File: config.mk
export PLATFORM = sky130hd
export DESIGN_NAME = mbad_div
export DESIGN_NICKNAME = d
export VERILOG_FILES = /design/src/rtl/core/mbad_pkg.sv /design/src/rtl/core/mbad_div.sv
export SDC_FILE = /design/constraint.sdc
export NUM_CORES = 1
export LEC_CHECK = 0
export BUFFER_PORTS_ARGS = -buffer_cell sky130_fd_sc_hd__buf_2
export CAP_MARGIN = 20
export CORE_MARGIN = 1.5
export CORE_UTILIZATION = 55
export CTS_CLUSTER_SIZE = 10
export DETAILED_ROUTE_END_ITERATION = 12
export PLACE_DENSITY_LB_ADDON = 0.05
export SYNTH_ARGS = -nofsm -noshare
export SYNTH_HDL_FRONTEND = slang
export SYNTH_SLANG_ARGS = --single-unit
File: constraint.sdc
create_clock -name clock -period 4.2 [get_ports clock]
set_input_delay 0.84 -clock clock [delete_from_list [all_inputs] [get_ports clock]]
set_output_delay 0.84 -clock clock [all_outputs]
set_load 0.005 [all_outputs]
File: src/rtl/core/mbad_pkg.sv
// shared constants, types and register codes for the block-average downsampler
package mbad_pkg;

   // field widths
   localparam int ELEV_W     = 24;
   localparam int PCOLS_W    = 11;
   localparam int PROWS_W    = 16;
   localparam int PCOL_W     = 10;
   localparam int PROW_W     = 16;
   localparam int CSR_IDX_W  = 2;
   localparam int CSR_DATA_W = 24;

   // default geometry
   localparam int FACTOR_DEF      = 4;
   localparam int MAX_COLUMNS_DEF = 1024;

   typedef logic signed [ELEV_W-1:0] elev_type;
   typedef logic signed [ELEV_W:0]   elev_ext_type;
   typedef logic [PCOL_W-1:0]        pcol_type;
   typedef logic [PROW_W-1:0]        prow_type;
   typedef logic [PCOLS_W-1:0]       pcols_type;
   typedef logic [PROWS_W-1:0]       prows_type;
   typedef logic [CSR_IDX_W-1:0]     csr_idx_type;
   typedef logic [CSR_DATA_W-1:0]    csr_data_type;

   // register indexes
   localparam csr_idx_type CSR_POINT_COLUMNS    = 2'd0;
   localparam csr_idx_type CSR_POINT_ROWS       = 2'd1;
   localparam csr_idx_type CSR_NODATA_THRESHOLD = 2'd2;

   // register reset values
   localparam pcols_type POINT_COLUMNS_RST    = 11'd2;
   localparam prows_type POINT_ROWS_RST       = 16'd2;
   localparam elev_type  NODATA_THRESHOLD_RST = -24'sd1000000;

   // value limits and the no-data drop of one metre
   localparam elev_type VAL_MAX     = 24'sh7FFFFF;
   localparam elev_type VAL_MIN     = 24'sh800000;
   localparam int       ELEV_MAG    = 1 << (ELEV_W - 1);
   localparam int       NODATA_DROP = 100;

   typedef enum logic [1:0] {
      ST_IDLE,
      ST_UPDATE,
      ST_DIVIDE,
      ST_EMIT
   } state_type;

   // divider status toward the control
   typedef struct packed {
      logic busy;
      logic done;
   } div_stat_type;

endpackage

File: src/rtl/core/mbad_div.sv
// bit-serial restoring divider: block mean rounded to nearest, ties away from zero
module mbad_div #(
   parameter int SUM_W = 28,
   parameter int CNT_W = 5
) (
   input  logic                        clock,
   input  logic                        reset,
   input  logic                        start,
   input  logic signed [SUM_W-1:0]     sum,
   input  logic [CNT_W-1:0]            count,
   output mbad_pkg::div_stat_type      stat,
   output mbad_pkg::elev_type          quotient
);

   localparam int NUM_W  = SUM_W + 1;
   localparam int DEN_W  = CNT_W + 1;
   localparam int STEP_W = $clog2(NUM_W + 1);

   logic                     prep_ff;
   logic                     busy_ff;
   logic                     done_ff;
   logic [STEP_W-1:0]        step_ff;
   logic signed [SUM_W-1:0]  sum_ff;
   logic [CNT_W-1:0]         cnt_ff;
   logic [NUM_W-1:0]         num_ff;
   logic [DEN_W-1:0]         den_ff;
   logic [DEN_W-1:0]         rem_ff;
   logic                     neg_ff;
   logic [SUM_W-1:0]         mag;
   logic [DEN_W:0]           trial;
   logic [DEN_W:0]           diff;
   logic                     take;

   // magnitude of the sum and one restoring step
   always_comb begin
      mag   = sum_ff[SUM_W-1] ? SUM_W'(~sum_ff + 1'b1) : SUM_W'(sum_ff);
      trial = {rem_ff, num_ff[NUM_W-1]};
      diff  = trial - {1'b0, den_ff};
      take  = (trial >= {1'b0, den_ff});
   end

   // sequencing: operand capture, rounding setup, then one bit per cycle
   always_ff @(posedge clock) begin
      if (reset) begin
         prep_ff <= 1'b0;
         busy_ff <= 1'b0;
         done_ff <= 1'b0;
         step_ff <= '0;
      end else begin
         done_ff <= 1'b0;
         prep_ff <= start;
         if (prep_ff) begin
            busy_ff <= 1'b1;
            step_ff <= '0;
         end else if (busy_ff) begin
            step_ff <= step_ff + 1'b1;
            if (step_ff == STEP_W'(NUM_W - 1)) begin
               busy_ff <= 1'b0;
               done_ff <= 1'b1;
            end
         end
      end
   end

   // datapath: (2*|sum| + count) / (2*count)
   always_ff @(posedge clock) begin
      if (start) begin
         sum_ff <= sum;
         cnt_ff <= count;
      end
      if (prep_ff) begin
         num_ff <= NUM_W'({mag, 1'b0}) + NUM_W'(cnt_ff);
         den_ff <= {cnt_ff, 1'b0};
         neg_ff <= sum_ff[SUM_W-1];
         rem_ff <= '0;
      end else if (busy_ff) begin
         num_ff <= {num_ff[NUM_W-2:0], take};
         rem_ff <= take ? DEN_W'(diff) : DEN_W'(trial);
      end
   end

   // sign and saturation of the finished quotient
   always_comb begin
      if (neg_ff) begin
         quotient = (num_ff > NUM_W'(mbad_pkg::ELEV_MAG)) ? mbad_pkg::VAL_MIN
                                                         : mbad_pkg::elev_type'(~num_ff + 1'b1);
      end else begin
         quotient = (num_ff > NUM_W'(mbad_pkg::ELEV_MAG - 1)) ? mbad_pkg::VAL_MAX
                                                             : mbad_pkg::elev_type'(num_ff);
      end
   end

   assign stat.busy = prep_ff | busy_ff;
   assign stat.done = done_ff;

endmodule

Yosys cells after proc, flatten, opt, wreduce, memory -nomap -nowiden
Cells that the tools add are included.
- bits in registers: 82
- bits in latches: 0
- RAM bits: 0
- bits in read-only memories: 0
- bits of input ports: 36
- word-level logic and storage cells: 37
- memories: 0
- $add $sub $neg: 5
- multiply operators: 0
- div/mod/pow operators: 0
- $lt $le $gt $ge: 3
- eq/ne operators: 1
- shifts and indexed selects: 0
- mux-type cells: 11
- bitwise logic cells: 4
- reduce and logical (&&, ||, !) cells: 3
- operators with widths (kind ; count):
    2-to-1 mux 24 bit ; 3
    2-to-1 mux 29 bit ; 2
    adder 29 x 5 -> 29 bit ; 1
    greater-than comparator 29 x 23 -> 1 bit, second input constant ; 1
    greater-than comparator 29 x 24 -> 1 bit, second input constant ; 1
    adder 28 x 1 -> 28 bit, second input constant ; 1
    2-to-1 mux 28 bit ; 1
    NOT 28 bit ; 1
    adder 24 x 1 -> 24 bit, second input constant ; 1
    NOT 24 bit ; 1
    >= comparator 7 x 6 -> 1 bit ; 1
    2-to-1 mux 6 bit ; 1
    subtractor 6 bit ; 1
    adder 5 x 1 -> 5 bit, second input constant ; 1
    == test 5 bit, second input constant ; 1
    2-to-1 mux 1 bit ; 4
    OR reduction 3 bit ; 1
    nonzero test 2 bit ; 1
    OR reduction 2 bit ; 1
    NOT 1 bit ; 1
    OR 1 bit ; 1

Depth between registers and ports, before layout
- word-level depth: 5
- depth in mapped cells: 14
- mapped depth without buffers: 13

Worst setup path after synthesis
OpenSTA, ideal clock, no wires.
- path type: register to output
- start point: reg num_ff[0]
- end point: out quotient[22]
- arrival time: 3.160 ns
- data required time: 3.360 ns
- slack: 0.200 ns
- cell stages (with the launch flop): 11
- buffers on the path: 1
- cell sequence: edfxtp_1 inv_1 ha_1 or3b_2 or3_1 nor4_1 nand4_1 a21oi_1 clkbuf_1 o21ai_0 a21oi_1
- cells in the longest elaborated chain, start to end: 4
- elaborated cells between the ends (all ways): 7
- RTL lines (element ; RTL line ; source):
    from (decl) ; mbad_div.sv:25 ; logic [NUM_W-1:0] num_ff;
    from (signal assigned) ; mbad_div.sv:72 ; num_ff <= NUM_W'({mag, 1'b0}) + NUM_W'(cnt_ff);
    from (signal assigned) ; mbad_div.sv:77 ; num_ff <= {num_ff[NUM_W-2:0], take};
    NOT 24 bit ; mbad_div.sv:86 ; : mbad_pkg::elev_type'(~num_ff + 1'b1);
    adder 24 x 1 -> 24 bit ; mbad_div.sv:86 ;
    2-to-1 mux 24 bit ; mbad_div.sv:85 ; quotient = (num_ff > NUM_W'(mbad_pkg::ELEV_MAG)) ? mbad_pkg::VAL_MIN
    2-to-1 mux 24 bit * ; mbad_div.sv:84 ; if (neg_ff) begin
    to (decl) ; mbad_div.sv:12 ; output mbad_pkg::elev_type quotient
Every way passes the cells marked *; elsewhere a longest branch is shown, timed or not.

Worst setup path in the final report
- start point: reg num_ff[0]
- end point: out quotient[17]
The elaborated chain is that of the path after synthesis.

==> Flow_metrics.wiki <==
{| class="wikitable"
! Metric !! Value
|-
| Sink count of the clock tree || 82
|-
| Worst-Skew Late Latency || between 0.3 and 0.4 ns
|-
| Max-slew violations || 0
|-
| Netlist cell types || 68
|-
| Final setup viols || 0
|-
| Sequential area share after synthesis || 0.419
|-
| Yosys reg bits || 82
|-
| Crit path launch type || flip-flop
|-
| Cell leakage power || 2.31 nW
|-
| Area occupied by multi-input gates || 2960 µm²
|-
| Standard cell with the maximum stage delay on the critical path || edfxtp_1
|-
| First-pass DRT Iterations || 5
|-
| Die area || approximately 11000 µm²
|-
| Power Density || about 340 nW/µm²
|-
| Cell-by-cell listing of the critical path || buf_4 -> inv_2 -> ha_1 -> or3b_4 -> or3_4 -> nor4_4 -> nand4_1 -> a21o_1 -> o41ai_2 -> nand2_1 -> o311ai_1 -> buf_2
|-
| Port bufs || 61
|-
| Aggregate global routing overflow || 0
|-
| Global-route total usage across every layer || 0.244
|-
| Net count after synthesis || between 600 and 700
|-
| Height of the die || 103 µm
|-
| Syn avg cell area || 9.24 µm²
|-
| Yosys top cell area share || 0.368
|-
| Antenna-violating nets left || 0
|-
| CP Max Fanout || 5
|-
| Outcome || complete, no violations
|-
| Most numerous cell types in the synthesized netlist || edfxtp_1 (68), nand2_1 (65), a21oi_1 (61), nor2_1 (40), inv_1 (32)
|-
| Antenna violations before repair || 0
|-
| Total DRC errors in the routed layout || 0
|-
| Core Rows || 36
|-
| Leading area contributor after synthesis || edfxtp_1
|-
| Flip-flop cell with the highest count after synthesis || edfxtp_1
|-
| Final setup skew || 0.0105 ns
|-
| Average wire length per cell after detail routing || roughly 16 µm
|-
| Via count of the first global-routing pass || 4053
|-
| Cell area after technology mapping || around 5500 µm²
|-
| Hold Violations, Final || 0
|-
| Arrival time reported for the critical path endpoint || 3.25 ns
|-
| Count of nets after finishing || around 710
|-
| Cell with the most instances after synthesis || edfxtp_1
|-
| Via total after detailed routing || 4629
|-
| Clk pin slew, worst setup/hold paths || 0.09 ns
|-
| Number of I/O pins || 62
|-
| Slew HR || 0.535
|-
| Global placer's final weighted congestion || 0.953
|-
| Sum of routed wire length over all layers || 12.5 mm
|-
| Ant. Diodes || 0
|-
| DR vias/cell || 5.79
|-
| Setup repair after global routing missed its margin || yes
|-
| Total clock buffers created by CTS || 9
|-
| Hpwl dp || around 9 mm
|-
| Required time of the critical path || approximately 3.4 ns
|-
| Count of H-tree levels built during CTS || 3
|-
| Number of DRC violations after detailed-routing iteration 0 || 272
|-
| Class of the most critical hold timing path || reg2reg
|-
| First-pass GRT wire length || approximately 20 mm
|-
| Start-to-end type of the worst setup path || reg2out
|-
| Largest cells by area after synthesis || edfxtp_1 (37%), a21oi_1 (5.5%), dfxtp_1 (5.1%)
|-
| Synthesis-to-finish area growth || 12.6%
|-
| Minimum clock period || approximately 4 ns
|-
| Async SR Flop Fraction || 0
|-
| EDFF count, synth || 68
|-
| Synth warn || 0
|-
| Highest clock frequency the design can meet || 245 MHz
|-
| Number of cells produced by synthesis || 600
|-
| Setup crit end kind || output pin
|-
| Max rail drop VDD || 215 µV
|-
| Storage element area || 2320 µm²
|-
| Hold-fix buffer count after cts || 0
|-
| CTS tree || built
|-
| Clock Tree Root || clkbuf_8
|-
| Post-route clock period utilization || 0.973
|-
| Chip width || 103 µm
|-
| Number of buffers between clock root and the deepest sink || 2
|-
| Crit path buf inv count || 3
|-
| Setup TNS || 0 ns
|-
| Reported max-cap violation count || 0
|-
| Stage delay of the slowest cell on the critical path || approximately 0.41 ns
|-
| Starting Density || 0.567
|-
| Pin count of the biggest net entering global routing || 53
|-
| Placeable core region || just under 10000 µm²
|-
| Number of fillers in the final layout || 820
|-
| Worst-Margin Slew || slightly below 0.7 ns
|-
| Cell family with the largest share of critical-path delay || simple AND/OR/NAND/NOR gates
|-
| Utilization after layout || 0.639
|-
| Fraction of final layout cells with drive strength greater than 1 || 0.207
|}
-- final cells by class --
type	instances	area share
tap	133	0.0267
clock inverter	4	0.00361
timing repair buffer	84	0.0772
inverter	32	0.0192
multi-input combinational	453	0.474
sequential	82	0.372
clock buffer	12	0.0267
-- layout by cell type, fill, tap and decap left out, drive strengths merged, types with 3 or more instances in the layout --
cell,synthesis,final
or4,7,7
xnor2,24,24
nor2,40,40
o21ai,26,26
nor3,28,28
nor2b,5,5
clkbuf,25,12
a211oi,4,4
mux2i,5,5
buf,6,84
xor2,23,23
o311ai,3,3
ha,14,14
a21oi,61,61
o211ai,3,3
nand2,65,65
nor4,7,7
edfxtp,68,68
and3,4,4
or3,13,13
mux2,11,11
a31o,3,3
a21o,12,12
dfxtp,14,14
nand4,14,14
nand2b,6,6
or2,4,4
or4b,3,3
nand3,18,18
inv,32,34
o41ai,12,12
o31ai,5,5
-- power by group --
group | internal (mW) | total (mW) | switching (mW)
combinational | 0.228 | 0.507 | 0.279
sequential | 0.980 | 1.08 | 0.104
clock | 0.266 | 0.541 | 0.276
total | 1.47 | 2.13 | 0.659
-- metrics by stage --
step / area, µm² / hold WS, ns / total power [mW] / cells / setup WS (ns)
floorplan: 5540 / 0.422 / 1.43 / 600 / 0.200
global placement: 5910 / 0.445 / 1.56 / 775 / 0.344
detailed placement: 5910 / 0.454 / 1.58 / 775 / 0.226
CTS: 6160 / 0.466 / 2.12 / 795 / 0.0163
global route: 6240 / 0.488 / 2.26 / 800 / -0.0387
finish: 6240 / 0.467 / 2.13 / 800 / 0.113
-- state kept, by name, summed over array words and instances, names as in the netlist --
| register | flops |
|---|---|
| cnt_ff | 5 |
| step_ff | 5 |
| done_ff | 1 |
| busy_ff | 1 |
| num_ff | 29 |
| den_ff | 5 |
| neg_ff | 1 |
| prep_ff | 1 |
| sum_ff | 28 |
| rem_ff | 6 |
-- routing by layer --
| layer | part of all wire | GRT usage | vias to the layer above |
|---|---|---|---|
| met3 | 0.057 | 0.0410 | 13 |
| met2 | 0.45 | 0.376 | 160 |
| li1 | - | - | 2339 |
| met4 | 0.011 | 0.0696 | 0 |
| met1 | 0.48 | 0.356 | 2117 |
| met5 | 0 | 0 | - |
-- repair_timing --
action,in CTS,in global routing
endpoints found under the setup margin,17,24
setup buffers,4,5
endpoints found under the hold margin,0,0
resized for setup,6,15
pin swaps,2,6
-- final timing paths --
| check | start | end | cells after the start | slack, ns |
|---|---|---|---|---|
| worst min-delay path | rem_ff[5]$_SDFFE_PP0P_ | rem_ff[5]$_SDFFE_PP0P_ | 2 | 0.47 |
| worst min register to register | rem_ff[5]$_SDFFE_PP0P_ | rem_ff[5]$_SDFFE_PP0P_ | 2 | 0.47 |
| worst max register to register | sum_ff[6]$_DFFE_PP_ | num_ff[26]$_DFFE_PP_ | 8 | 0.27 |
| worst max-delay path | num_ff[0]$_DFFE_PP_ | quotient[17] | 12 | 0.11 |
-- worst min-delay path, delay by kind of cell, from the launching register on --
| family | cells | cell delay (ns) |
|---|---|---|
| compound gates | 1 | 0.06 |
| flops | 1 | 0.32 |
| simple gates | 1 | 0.05 |
-- logic make-up after synthesis --
logic type	share of synthesized area
multiplexers	0.0314
flip-flops	0.419
XOR/XNOR	0.0743
buffers and inverters	0.0598
adder cells (fa/ha/maj)	0.0388
AO/OA/AOI/OAI	0.169
AND/OR/NAND/NOR	0.208
(Power assumes the default switching activity.)
